`src/hdl/zrcg_pkg.sv`:
```
`default_nettype none
// ----------------------------------------------------------------------------
// zrcg_pkg: shared types, constants and functions
// Output image geometry, configuration register codes, the classified item
// carried from the front to the back, and the per-axis band classifier.
// ----------------------------------------------------------------------------
package zrcg_pkg;

    // Output image size, powers of two (log2 in 4..12)
    localparam int OUT_WIDTH_LOG2  = 10;
    localparam int OUT_HEIGHT_LOG2 = 10;
    localparam int OUT_WIDTH       = 1 << OUT_WIDTH_LOG2;
    localparam int OUT_HEIGHT      = 1 << OUT_HEIGHT_LOG2;

    // Squared band width and quotient widths
    localparam int BSQ_W = 26;
    localparam int QW    = 38;

    // Queue geometry
    localparam int QD_LOG = 2;
    localparam int QD     = 1 << QD_LOG;

    typedef enum logic [2:0] {
        CFG_CENTER_X    = 3'd0,
        CFG_CENTER_Y    = 3'd1,
        CFG_ZONE_WIDTH  = 3'd2,
        CFG_ZONE_HEIGHT = 3'd3,
        CFG_ZOOM        = 3'd4,
        CFG_IN_WIDTH    = 3'd5,
        CFG_IN_HEIGHT   = 3'd6
    } t_cfg_idx;

    // One axis after classification
    typedef struct packed {
        logic               use_zoom;
        logic signed [10:0] dc;
        logic [9:0]         c;
        logic [19:0]        dsq;
        logic [BSQ_W-1:0]   bsq;
    } t_axis_cls;

    // Index 0 is the horizontal axis, 1 the vertical
    typedef t_axis_cls [1:0] t_item;

    typedef struct packed {
        logic full;
        logic empty;
    } t_q_status;

    // One lane of the restoring divider
    typedef struct packed {
        logic               use_zoom;
        logic               neg;
        logic signed [10:0] dc;
        logic [9:0]         c;
        logic [BSQ_W-1:0]   bsq;
        logic [BSQ_W-1:0]   rem;
        logic [QW-1:0]      dq;
    } t_lane_div;

    // Find the zone or band of a pixel and the squared terms of the blend
    function automatic t_axis_cls classify(
        logic [9:0]  p,
        logic [9:0]  c,
        logic [10:0] zone,
        logic [12:0] out_size
    );
        t_axis_cls          r;
        logic [9:0]         h;
        logic signed [11:0] dc12;
        logic [9:0]         adist;
        logic signed [13:0] band;
        logic signed [13:0] dd;
        logic [12:0]        bmag;
        logic [9:0]         d;
        h    = zone[10:1];
        dc12 = $signed({2'b00, p}) - $signed({2'b00, c});
        adist = dc12[11] ? 10'(-dc12) : dc12[9:0];
        if (p > c) begin
            band = $signed({1'b0, out_size}) - $signed({4'b0, c}) - $signed({4'b0, h});
            dd   = $signed({4'b0, p}) - $signed({4'b0, c}) - $signed({4'b0, h});
        end else begin
            band = $signed({4'b0, c}) - $signed({4'b0, h});
            dd   = $signed({4'b0, c}) - $signed({4'b0, h}) - $signed({4'b0, p});
        end
        bmag       = band[13] ? 13'(-band) : band[12:0];
        d          = dd[9:0];
        r.use_zoom = (adist < h) || (band == 14'sd0);
        r.dc       = dc12[10:0];
        r.c        = c;
        r.dsq      = d * d;
        r.bsq      = bmag * bmag;
        return r;
    endfunction

    // One quotient bit of the restoring divider
    function automatic t_lane_div div_step(t_lane_div s);
        t_lane_div      n;
        logic [BSQ_W:0] t;
        n = s;
        t = {s.rem, s.dq[QW-1]};
        if (t >= {1'b0, s.bsq}) begin
            n.rem = BSQ_W'(t - {1'b0, s.bsq});
            n.dq  = {s.dq[QW-2:0], 1'b1};
        end else begin
            n.rem = t[BSQ_W-1:0];
            n.dq  = {s.dq[QW-2:0], 1'b0};
        end
        return n;
    endfunction

endpackage
`default_nettype wire

```
`src/hdl/zrcg_front.sv`:
```
`default_nettype none
// ----------------------------------------------------------------------------
// zrcg_front: request intake and classification
// Takes a pixel request when the queue has room and classifies each axis
// into the central zone or a band, with the squared band terms.
// ----------------------------------------------------------------------------
module zrcg_front (
    input  wire logic          i_in_valid,
    output logic               o_in_ready,
    input  wire logic [9:0]    i_pixel_x,
    input  wire logic [9:0]    i_pixel_y,
    input  wire logic [9:0]    i_center_x,
    input  wire logic [9:0]    i_center_y,
    input  wire logic [10:0]   i_zone_width,
    input  wire logic [10:0]   i_zone_height,
    input  wire zrcg_pkg::t_q_status i_q_stat,
    output logic               o_push,
    output zrcg_pkg::t_item    o_push_data
);

    // Accept while the queue has room
    assign o_in_ready = !i_q_stat.full;
    assign o_push     = i_in_valid && !i_q_stat.full;

    // Classify both axes
    always_comb begin
        o_push_data[0] = zrcg_pkg::classify(i_pixel_x, i_center_x, i_zone_width,
                                            13'(zrcg_pkg::OUT_WIDTH));
        o_push_data[1] = zrcg_pkg::classify(i_pixel_y, i_center_y, i_zone_height,
                                            13'(zrcg_pkg::OUT_HEIGHT));
    end

endmodule
`default_nettype wire

```
`config.mk`:
```
export PLATFORM = sky130hd
export DESIGN_NAME = zrcg_front
export DESIGN_NICKNAME = d
export VERILOG_FILES = /design/src/hdl/zrcg_pkg.sv /design/src/hdl/zrcg_front.sv
export SDC_FILE = /design/constraint.sdc
export NUM_CORES = 1
export LEC_CHECK = 0
export CORE_ASPECT_RATIO = 0.75
export CORE_MARGIN = 1.5
export CORE_UTILIZATION = 70
export DETAILED_ROUTE_END_ITERATION = 8
export DONT_BUFFER_PORTS = 1
export PLACE_DENSITY = 0.82
export SLEW_MARGIN = 10
export SYNTH_ARGS = -nofsm -noshare
export SYNTH_HDL_FRONTEND = slang
export SYNTH_SLANG_ARGS = --single-unit
```
`constraint.sdc`:
```
create_clock -name vclk -period 49.8
set_input_delay 14.94 -clock vclk [all_inputs]
set_output_delay 14.94 -clock vclk [all_outputs]
set_load 0.01 [all_outputs]
```
# Word level (Yosys, flattened, before mapping)
# Cells that the tools add are included.
totals:
  register_bits: 0
  latch_bits: 0
  mem_bits_rw: 0
  rom_bits: 0
  in_bits: 65
  elab_cells: 40
  mem_count: 0
op_classes:
  addsub: 18
  n_mul: 4
  n_div: 0
  n_lt_le_gt_ge: 4
  n_eq_ne: 0
  shifts: 0
  n_mux: 8
  bitwise_logic: 0
  n_reduce_logical: 6
op_table:
  columns: ["cell", "n"]
  rows:
  - ["$sub A10 B10 Y10", 6]
  - ["$mul A13 B13 Y26", 2]
  - ["$sub A10 B10 Y11", 4]
  - ["$mul A10 B10 Y20", 2]
  - ["$mux W10", 4]
  - ["$logic_not A14 Y1", 2]
  - ["$mux W14", 2]
  - ["$mux W13", 2]
  - ["$neg A13 Y13", 2]
  - ["$sub A12 B11 Y13", 2]
  - ["$sub A11 B10 Y12 const A", 2]
  - ["$gt A10 B10 Y1", 2]
  - ["$lt A10 B10 Y1", 2]
  - ["$neg A10 Y10", 2]
  - ["$logic_or A1 B1 Y1", 2]
  - ["$logic_and A1 B1 Y1", 1]
  - ["$logic_not A1 Y1", 1]

# Depth between registers and ports, before layout
logic_depth:
  word_depth: 6
  ltp_mapped: 37
  depth_no_buf: 37

# Least setup slack after synthesis
# Ideal clock, no wire load.
synth_path:
  path_kind: "in2out"
  startpoint: "input port i_center_x[0]"
  endpoint: "output port o_push_data[23] (netlist name)"
  t_arrival_ns: 22.611
  setup_slack_ns: 12.249
  stages: 30
  n_path_buf: 0
  path_cell_list: "nor3_1 > nand4_1 > and2_1 > ha_1 > or3_1 > o221a_2 > o31ai_4 > o211ai_1 > nand2_1 > nand2_1 > xor2_2 > inv_1 > nor2_1 > inv_1 > fa_1 > inv_1 > fa_1 > fa_1 > inv_1 > fa_1 > fa_1 > inv_1 > ha_1 > or3_1 > or4_1 > a311oi_1 > o21ai_1 > a2111oi_2 > o41ai_1 > xor2_1"
synth_lines:
  columns: ["item", "line_no", "text"]
  rows:
  - ["from (decl)", "zrcg_front.sv:12", "input wire logic [9:0] i_center_x,"]
  - ["to (decl)", "zrcg_front.sv:18", "output zrcg_pkg::t_item o_push_data"]

==> results.json <==
{
  "status": "finished clean",
  "post_cts_buffers": 0,
  "wl_per_cell_um": 16.9,
  "clock_buffers": 0,
  "fin_hold_ws_ns": 29.88,
  "synthToLayoutAreaGrowth_pct": 1.92,
  "endpoint_kind": "primary output",
  "worst-slew-pin-transition_ns": 1.19,
  "hpwl_um": 44400,
  "ys_top_cells_by_count": "inv_1, ha_1, fa_1",
  "nets": 3359,
  "grt_pass1_vias": 18200,
  "pin_count": 203,
  "final.setup.tns_ns": 0,
  "finalMaxSlewViolations": 0,
  "drc": 0,
  "ys_seq_area_frac": 0,
  "seq_cells": 0,
  "drv_cap": 0,
  "worst-setup-path-type": "input pin to primary output",
  "rows": 55,
  "startpoint_type": "input pin",
  "numPortBuffers": 0,
  "crit_top_cell": "fa_1",
  "seq_area_sq_um": 0,
  "period_share": 0.789,
  "grt_pass1_wl_um": 87400,
  "critPathBufInv": 3,
  "viasPerCell": 5.83,
  "ys_types": 102,
  "initial_utilization": 0.712,
  "clock.fmax_mhz": 25.5,
  "die_area_sq_um": 31700,
  "die_x_um": 205,
  "slowest_stage": "xor2_1",
  "grt_start_max_net_pins": 33,
  "gp_congestion": 0.955,
  "grt_use_total": 0.335,
  "synth_area_leaders": "fa_1, ha_1, inv_1, xnor2_1, nor2_1",
  "min_period_ns": 39.27,
  "cts_hold_repair.buffers": 0,
  "firstDrtPassIters": 6,
  "max_slew_margin": 0.199,
  "dieHeight_um": 155,
  "gr-total-overflow": 0,
  "fill_cells": 2387,
  "synth_area_per_cell_sq_um": 8.19,
  "antenna_found_initial": 1,
  "post_cts_resized": 0,
  "yosysMostFrequentCell": "inv_1",
  "ant_nets": 0,
  "setup_viol": 0,
  "multi_input_area_sq_um": 19100,
  "cp_data_required_time_ns": 34.86,
  "core-area_sq_um": 30100,
  "syn_inst": 2622,
  "cp_max_fo": 11,
  "hold_viol": 0,
  "n_antenna_cell": 0,
  "crit_family": "adder cells",
  "synth_top_cell_area_share": 0.293,
  "min_path_type": "input pin to primary output",
  "drive_gt1_frac": 0.0385,
  "cp_slowest_stage_delay_ns": 0.73,
  "cp_data_arrival_time_ns": 24.33,
  "yosysWarnings": 0,
  "dr.first_iter.drc_count": 1243,
  "yosys.area.top_type": "fa_1",
  "grt_setup_unrepaired": "no",
  "drt-total-wl_um": 51100,
  "vias": 17600,
  "syn_area_sq_um": 21500
}
## cells in the final DEF, fill, tap and decap left out, drive strengths merged, types with 5 or more instances in the layout
cell type / synthesis / final
inv: 572 / 572
ha: 358 / 358
fa: 314 / 314
nor2: 196 / 196
nand2: 154 / 154
xnor2: 139 / 139
a21oi: 120 / 120
o21ai: 91 / 91
xor2: 60 / 60
and2: 56 / 56
conb: 2 / 52
nor3: 47 / 47
a21o: 45 / 45
nor2b: 42 / 42
nand3: 35 / 35
nand2b: 34 / 34
or2: 32 / 32
o21a: 31 / 31
a31oi: 18 / 18
buf: 47 / 16
or3: 15 / 15
and3: 14 / 14
o21bai: 14 / 14
nor4: 14 / 14
nand4: 13 / 13
o31ai: 13 / 13
a211oi: 11 / 11
a21boi: 11 / 11
mux2i: 10 / 10
o211ai: 9 / 9
o31a: 8 / 8
a2111oi: 8 / 8
or4: 5 / 5
mux2: 5 / 5
## final timing paths
path,cells after the start,start,to
setup / recovery,28,i_center_x[0],o_push_data[23]
hold / removal,0,i_center_y[2],o_push_data[116]
## stage by stage
stage               setup slack (ns)  std cells  utilization  cell area (sq um)
floorplan                      12.25       2672            -              21700
global placement               10.90       3019        0.726              21900
detailed placement             10.66       3019        0.726              21900
CTS                            10.61       3019        0.726              21900
global route                   10.02       3019        0.726              21900
finish                         10.53       3019        0.726              21900
## logic make-up (layout without fill, tap and decap cells)
family	after synthesis	in the layout	share of synthesized area
adders and majority gates	672	672	0.501
and+or+nand+nor	672	672	0.155
buffers and inverters	640	588	0.118
AOI/OAI and AO/OA	422	422	0.135
xor gates and xnor gates	199	199	0.0822
muxes	15	15	0.00746
other	2	52	0.000350
## layer usage
layer,track usage,vias to the layer above,routed length (um)
li1,-,8338,-
met1,0.479,8639,23200
met2,0.558,567,23300
met3,0.0367,61,3760
met4,0.0560,2,807
met5,0,-,18
## final cells by class
cell class	count	area share
inverters	572	0.0981
multi-input cells	2032	0.874
repair buffers	16	0.00549
well taps	399	0.0228
Power is not shown: default switching activity piles up to over one toggle a cycle in this logic, so the estimate is an artifact.
