===== src/hdl/zrcg_pkg.sv =====
`default_nettype none
// ----------------------------------------------------------------------------
// zrcg_pkg: shared types, constants and functions
// Output image geometry, configuration register codes, the classified item
// carried from the front to the back, and the per-axis band classifier.
// ----------------------------------------------------------------------------
package zrcg_pkg;

    // Output image size, powers of two (log2 in 4..12)
    localparam int OUT_WIDTH_LOG2  = 10;
    localparam int OUT_HEIGHT_LOG2 = 10;
    localparam int OUT_WIDTH       = 1 << OUT_WIDTH_LOG2;
    localparam int OUT_HEIGHT      = 1 << OUT_HEIGHT_LOG2;

    // Squared band width and quotient widths
    localparam int BSQ_W = 26;
    localparam int QW    = 38;

    // Queue geometry
    localparam int QD_LOG = 2;
    localparam int QD     = 1 << QD_LOG;

    typedef enum logic [2:0] {
        CFG_CENTER_X    = 3'd0,
        CFG_CENTER_Y    = 3'd1,
        CFG_ZONE_WIDTH  = 3'd2,
        CFG_ZONE_HEIGHT = 3'd3,
        CFG_ZOOM        = 3'd4,
        CFG_IN_WIDTH    = 3'd5,
        CFG_IN_HEIGHT   = 3'd6
    } t_cfg_idx;

    // One axis after classification
    typedef struct packed {
        logic               use_zoom;
        logic signed [10:0] dc;
        logic [9:0]         c;
        logic [19:0]        dsq;
        logic [BSQ_W-1:0]   bsq;
    } t_axis_cls;

    // Index 0 is the horizontal axis, 1 the vertical
    typedef t_axis_cls [1:0] t_item;

    typedef struct packed {
        logic full;
        logic empty;
    } t_q_status;

    // One lane of the restoring divider
    typedef struct packed {
        logic               use_zoom;
        logic               neg;
        logic signed [10:0] dc;
        logic [9:0]         c;
        logic [BSQ_W-1:0]   bsq;
        logic [BSQ_W-1:0]   rem;
        logic [QW-1:0]      dq;
    } t_lane_div;

    // Find the zone or band of a pixel and the squared terms of the blend
    function automatic t_axis_cls classify(
        logic [9:0]  p,
        logic [9:0]  c,
        logic [10:0] zone,
        logic [12:0] out_size
    );
        t_axis_cls          r;
        logic [9:0]         h;
        logic signed [11:0] dc12;
        logic [9:0]         adist;
        logic signed [13:0] band;
        logic signed [13:0] dd;
        logic [12:0]        bmag;
        logic [9:0]         d;
        h    = zone[10:1];
        dc12 = $signed({2'b00, p}) - $signed({2'b00, c});
        adist = dc12[11] ? 10'(-dc12) : dc12[9:0];
        if (p > c) begin
            band = $signed({1'b0, out_size}) - $signed({4'b0, c}) - $signed({4'b0, h});
            dd   = $signed({4'b0, p}) - $signed({4'b0, c}) - $signed({4'b0, h});
        end else begin
            band = $signed({4'b0, c}) - $signed({4'b0, h});
            dd   = $signed({4'b0, c}) - $signed({4'b0, h}) - $signed({4'b0, p});
        end
        bmag       = band[13] ? 13'(-band) : band[12:0];
        d          = dd[9:0];
        r.use_zoom = (adist < h) || (band == 14'sd0);
        r.dc       = dc12[10:0];
        r.c        = c;
        r.dsq      = d * d;
        r.bsq      = bmag * bmag;
        return r;
    endfunction

    // One quotient bit of the restoring divider
    function automatic t_lane_div div_step(t_lane_div s);
        t_lane_div      n;
        logic [BSQ_W:0] t;
        n = s;
        t = {s.rem, s.dq[QW-1]};
        if (t >= {1'b0, s.bsq}) begin
            n.rem = BSQ_W'(t - {1'b0, s.bsq});
            n.dq  = {s.dq[QW-2:0], 1'b1};
        end else begin
            n.rem = t[BSQ_W-1:0];
            n.dq  = {s.dq[QW-2:0], 1'b0};
        end
        return n;
    endfunction

endpackage
`default_nettype wire


===== src/hdl/zrcg_queue.sv =====
`default_nettype none
// ----------------------------------------------------------------------------
// zrcg_queue: short request queue
// Small first-in first-out buffer between the front and the back.
// ----------------------------------------------------------------------------
module zrcg_queue (
    input  wire logic               i_clk,
    input  wire logic               i_rst_n,
    input  wire logic               i_push,
    input  wire zrcg_pkg::t_item    i_push_data,
    input  wire logic               i_pop,
    output zrcg_pkg::t_item         o_pop_data,
    output zrcg_pkg::t_q_status     o_stat
);

    zrcg_pkg::t_item r_mem [0:zrcg_pkg::QD-1];
    logic [zrcg_pkg::QD_LOG-1:0] r_wp, n_wp;
    logic [zrcg_pkg::QD_LOG-1:0] r_rp, n_rp;
    logic [zrcg_pkg::QD_LOG:0]   r_cnt, n_cnt;

    // Pointer and fill count update
    always_comb begin
        n_wp  = i_push ? r_wp + 1'b1 : r_wp;
        n_rp  = i_pop ? r_rp + 1'b1 : r_rp;
        n_cnt = r_cnt;
        if (i_push && !i_pop) begin
            n_cnt = r_cnt + 1'b1;
        end else if (!i_push && i_pop) begin
            n_cnt = r_cnt - 1'b1;
        end
    end

    always_ff @(posedge i_clk) begin
        if (!i_rst_n) begin
            r_wp  <= '0;
            r_rp  <= '0;
            r_cnt <= '0;
        end else begin
            r_wp  <= n_wp;
            r_rp  <= n_rp;
            r_cnt <= n_cnt;
        end
    end

    // Store entries
    always_ff @(posedge i_clk) begin
        if (i_push) begin
            r_mem[r_wp] <= i_push_data;
        end
    end

    assign o_pop_data   = r_mem[r_rp];
    assign o_stat.full  = (r_cnt == (zrcg_pkg::QD_LOG+1)'(zrcg_pkg::QD));
    assign o_stat.empty = (r_cnt == '0);

endmodule
`default_nettype wire


===== config.mk =====
export PLATFORM = sky130hd
export DESIGN_NAME = zrcg_queue
export DESIGN_NICKNAME = d
export VERILOG_FILES = /design/src/hdl/zrcg_pkg.sv /design/src/hdl/zrcg_queue.sv
export SDC_FILE = /design/constraint.sdc
export NUM_CORES = 1
export LEC_CHECK = 0
export BUFFER_PORTS_ARGS = -buffer_cell sky130_fd_sc_hd__buf_2
export CAP_MARGIN = 20
export CORE_ASPECT_RATIO = 0.7
export CORE_MARGIN = 2
export CORE_UTILIZATION = 30
export CTS_BUF_LIST = sky130_fd_sc_hd__clkbuf_4
export DETAILED_ROUTE_END_ITERATION = 12
export PLACE_DENSITY = 0.6
export SYNTH_ARGS = -nofsm -noshare
export SYNTH_HDL_FRONTEND = slang
export SYNTH_SLANG_ARGS = --single-unit

===== constraint.sdc =====
create_clock -name i_clk -period 4 [get_ports i_clk]
set_input_delay 0.6 -clock i_clk [delete_from_list [all_inputs] [get_ports i_clk]]
set_output_delay 0.6 -clock i_clk [all_outputs]
set_load 0.02 [all_outputs]

* After elaboration in Yosys (flattened, before gate mapping)
Memories as Yosys holds them, arrays and structs flattened. A register that Yosys moved wholly into a read port is not among the register bits.
Cells that the tools add are included.
** Storage, ports and cells
- Bits in registers :: 7
- RAM bits :: 544
- Output and inout port bits :: 138
- Word-level logic and storage cells :: 21
- Memories :: 1
** Memories
- r_mem :: words 4, width 136, rd ports 1, clocked after Yosys merged registers in 1, write ports 1, line zrcg_queue.sv:16 : zrcg_pkg::t_item r_mem [0:zrcg_pkg::QD-1];
** Operators by class
- Add/sub/neg operators :: 4
- Eq/ne operators :: 1
- Mux-type cells :: 6
- Reductions and logical operators :: 6
** Operators with widths (count)
- $mux W3 :: 2
- $add A2 B1 Y2 const B :: 2
- $mux W2 :: 2
- $add A3 B1 Y3 const B :: 1
- $eq A3 B3 Y1 const B :: 1
- $logic_not A3 Y1 :: 1
- $sub A3 B1 Y3 const B :: 1
- $logic_and A1 B1 Y1 :: 2
- $logic_not A1 Y1 :: 2
- $mux W1 :: 2
- $reduce_bool A2 Y1 :: 1

* Logic depth before layout (Yosys ltp)
- Depth in word-level cells :: 4
- Mapped depth :: 7

* Worst setup path after synthesis
No wires, ideal clock.
- Path type :: input to register
- Start point :: in i_push
- End point :: mem r_mem[0][0] in the netlist's numbering (enable)
- Setup time :: 0.511 ns
- Arrival :: 3.711 ns
- Data required time :: 3.489 ns
- Path slack :: -0.222 ns
- Stages on the path :: 1
- Cells stage by stage :: and2_1
** Between the ends
- Longest elaborated chain between the ends :: 2
** RTL lines
- start: declaration :: line zrcg_queue.sv:9 : input wire logic i_push,
- $mux W1 :: line zrcg_queue.sv:47 : if (i_push) begin
- $mux W1 (implied by the code) :: line zrcg_queue.sv:48 : r_mem[r_wp] <= i_push_data;
- end: declaration :: line zrcg_queue.sv:16
No other way between the ends.

==> summary.md <==
The total negative slack for setup checks was 0 ns. The tools report the all-layer global routing usage as 12.4%. The tools report the placement row count as 79.

For the worst setup path, the data required time is 3.40 ns. The number of global-route vias before repair was 11,000; the number of nets in the finished design was 1,439. For this run, asynchronously set or reset flops after synthesis account for 0%. Together, buffers and inverters on the worst path number 2. Before antenna repair, the detailed router went through 5 iterations.

Entering global routing, the biggest net connects 96 pins. H-tree depth: 4. During placement, the flow inserted port buffers numbering 277. On the final layout, the worst clock skew is 0.0271 ns.

The total setup violations reported at the end of the flow came out at 0. The cell count after synthesis was 753. For this configuration, the core starts out at a cell density of 30.2%.

Summed over all cells, the static leakage comes to 8.73 nW. The detailed router placed 9,981 vias in this run. After legalization and detailed placement, the total HPWL measured 23.2 mm.

For the number of antenna violations at the first check in global routing, the log shows 7. The run gives 82.4% as the sequential area share after synthesis. IR analysis of the VDD net gives a maximum drop of 275 µV. In the final layout, the share of cells above drive strength 1 is 46.2%.

Of the total power, the clock network draws 36.5%. The tools report the total wire length as 42.2 mm. In this design, the largest share of critical-path delay is due to flip-flops. For the pin with the worst max-slew slack, the measured transition is 0.830 ns. The utilization of the core after routing came out at 38.9%.

Global routing used 19.3% of the available met2 tracks. The design internal power was 9.83 mW. sky130_fd_sc_hd__edfxtp_1 takes more of the synthesized area than any other cell. Yosys attributes the largest share of cell area to sky130_fd_sc_hd__edfxtp_1 82%, sky130_fd_sc_hd__mux4_2 15%, sky130_fd_sc_hd__dfxtp_1 0.90%.

The run finished with clean final reports. For this run, the number of Yosys warnings is 0. The die is 313 µm wide.

The global-route wire length before repair was 63.3 mm. The tool flagged a number of max-cap violations equal to 0. Setup repair after global routing left no endpoint under its margin. Combinational logic is responsible for 11.5% of the overall power. Counting every sink on the clock net gives 553. TritonCTS built the clock tree. Of all nets on the critical path, the largest fanout is 49. The tools report the type of element capturing the critical path as an output pin. The final critical path time including I/O delays and setup was 3.38 ns. By count the netlist is led by 544 x sky130_fd_sc_hd__edfxtp_1, 136 x sky130_fd_sc_hd__mux4_2, 15 x sky130_fd_sc_hd__buf_2, 9 x sky130_fd_sc_hd__and2_1, 9 x sky130_fd_sc_hd__dfxtp_1. The completed layout was analyzed and its total power is 13.0 mW. In the final routed layout, each cell accounts on average for 18.6 µm. Global routing used 15.0% of the available met1 tracks. The number of post-CTS setup repair buffers was 0; the global route total overflow was 0. The most common flop cell mapped by yosys was sky130_fd_sc_hd__edfxtp_1.

The peak per-stage delay on the critical path was 0.61 ns. The clock passes through at most 3 buffers. The logs give 0.697 for the global placer's final weighted congestion and 21 for the count of distinct cell types in the synthesized netlist. The worst setup path is launched from a register. The total area inside the core boundary comes to 0.0662 mm². 278 I/O pins were placed. The analysis attributes to net switching a power of 3.13 mW. The proportion of power drawn by flip-flops and latches came out at 52.0%. The run gives 0 as the count of nets left with antenna violations after detail routing.

Die boundary height: 220 µm. The type of the setup path with the least slack is reg2out. Clock-pin transition on the worst setup and hold timing paths: 0.07 ns.

The area of the die was 0.0689 mm²; the switching power as a share of total power was 24.2%. The arrival time of data at the critical path endpoint is 2.78 ns. Area of the mapped netlist: 0.0200 mm².

The placed instances occupy a cell area of 0.0226 mm². The met3 global-route usage came out at 5.31%. When the netlist entered floorplanning its net count stood at 899. The worst pin sits at a relative slew slack of 44.6%. The clock root buffer is sky130_fd_sc_hd__clkbuf_4. After the first detailed-routing iteration, the DRC count stood at 643.

Walking the worst path, the cells encountered are buf_12 > mux4_2 > buf_2. sky130_fd_sc_hd__edfxtp_1 is the most common cell in the netlist. Synthesis inferred 553 register bits.

Compared with the post-synthesis result, the final layout area differs by 28.5%. Using the TritonRoute via totals, the vias-per-cell ratio works out to 4.39. The clock reaches the later pin of the worst-skew pair after 0.93 ns. Yosys mapped a number of flops with a built-in enable equal to 544. The number of clock buffers added by TritonCTS is 138.

The count of pins over their slew limit is 0, and the fraction of the cycle the final worst path needs is 84.5%. After global routing, the most crowded layer is met2. The min-delay analysis places its worst path in the category in2reg. Static timing analysis puts the maximum clock frequency at 296 MHz. The run gives 0 as the final count of hold timing violations.

Power spread over the standard cell area amounts to 504 mW/mm². Once layout is done, the placed cells without fillers occupy 0.0257 mm². Per-instance average area after synthesis: 26.6 µm². Cell with the largest stage delay on the worst path: sky130_fd_sc_hd__dfxtp_4.

After synthesis, the largest area contributor takes up 81.5% of total cell area. The tools report the number of design rule violations left after detail routing as 0.
[through the flow]
step | worst slack (ns) | hold WS [ns] | cells
after floorplan | 1.29 | 0.472 | 753
after global placement | 1.49 | 0.487 | 1905
after detailed placement | 1.47 | 0.524 | 1905
after CTS | 0.354 | 0.225 | 2267
after global routing | 0.300 | 0.272 | 2276
final | 0.620 | 0.422 | 2276
[worst paths after layout]
path,startpoint,to,slack [ns],depth (start not counted)
worst max-delay path,register,o_pop_data[9],0.62,3
worst min register to register,r_cnt[2],r_cnt[2],0.54,2
worst min-delay path,i_push_data[72],r_mem[2][72],0.42,2
worst max register to register,r_wp[0],r_mem[1][120],1.93,3
[area by class of cell]
class	instances	area, µm²
Inverter	4	15.0
Multi-Input combinational cell	166	3320
Clock buffer	186	1400
Antenna cell	9	22.5
Timing Repair Buffer	430	3020
Sequential cell	553	16500
Fill cell	6066	40500
Clock inverter	37	319
Tap cell	891	1110
[power groups by stage]
stage	logic, mW	clock network [mW]	registers, mW
floorplan	0.893	0	6.84
global placement	1.40	0	6.85
detailed placement	1.41	0	6.86
CTS	1.53	4.96	6.74
global route	1.61	5.24	6.75
finish	1.49	4.73	6.74
[state kept, by name (all words and copies together), names as in the netlist, named ones only]
| register | cells |
|---|---|
| r_cnt | 3 |
| r_mem | 544 |
| r_rp | 2 |
| r_wp | 2 |
[routing by layer]
metal / share of wire [%] / up-vias
met4: 2.1 / 4
met2: 47 / 338
li1: - / 4443
met3: 8.0 / 75
met5: 0.071 / -
met1: 43 / 5121
[cells by family after synthesis]
family                     after synthesis  share of synthesized area, %
AOI/OAI and AO/OA                        2                        0.0625
xor gates and xnor gates                 5                         0.219
adders and majority gates                6                         0.412
buffers and inverters                   34                          1.01
DFF                                    553                          82.4
muxes                                  138                          15.4
and+or+nand+nor                         15                         0.456
[what timing repair did]
action                                 in CTS  in global routing
hold buffers                              139                  0
gates resized for setup                     0                  0
endpoints found under the hold margin     553                  0
[cell usage in the layout (no fill, tap or decap)]
cell type and n:
sky130_fd_sc_hd__inv_1 4, sky130_fd_sc_hd__clkinvlp_4 5, sky130_fd_sc_hd__inv_2 3, sky130_fd_sc_hd__dfxtp_1 7, sky130_fd_sc_hd__mux2i_1 2, sky130_fd_sc_hd__buf_12 11, sky130_fd_sc_hd__nor3b_1 1, sky130_fd_sc_hd__nor2b_1 2
sky130_fd_sc_hd__diode_2 9, sky130_fd_sc_hd__nand2_1 1, sky130_fd_sc_hd__edfxtp_1 544, sky130_fd_sc_hd__and2_4 4, sky130_fd_sc_hd__dfxtp_4 2, sky130_fd_sc_hd__xor2_1 3, sky130_fd_sc_hd__clkbuf_4 186, sky130_fd_sc_hd__buf_4 3
sky130_fd_sc_hd__mux4_2 136, sky130_fd_sc_hd__fa_1 1, sky130_fd_sc_hd__xnor2_1 2, sky130_fd_sc_hd__a21boi_0 1, sky130_fd_sc_hd__ha_1 5, sky130_fd_sc_hd__dlygate4sd3_1 139, sky130_fd_sc_hd__and2_1 5, sky130_fd_sc_hd__o21ai_0 1
sky130_fd_sc_hd__nor3_1 1, sky130_fd_sc_hd__buf_2 277, sky130_fd_sc_hd__clkinv_2 3, sky130_fd_sc_hd__bufinv_16 6, sky130_fd_sc_hd__or3_1 1, sky130_fd_sc_hd__clkinv_1 20
(Power assumes the default switching activity.)
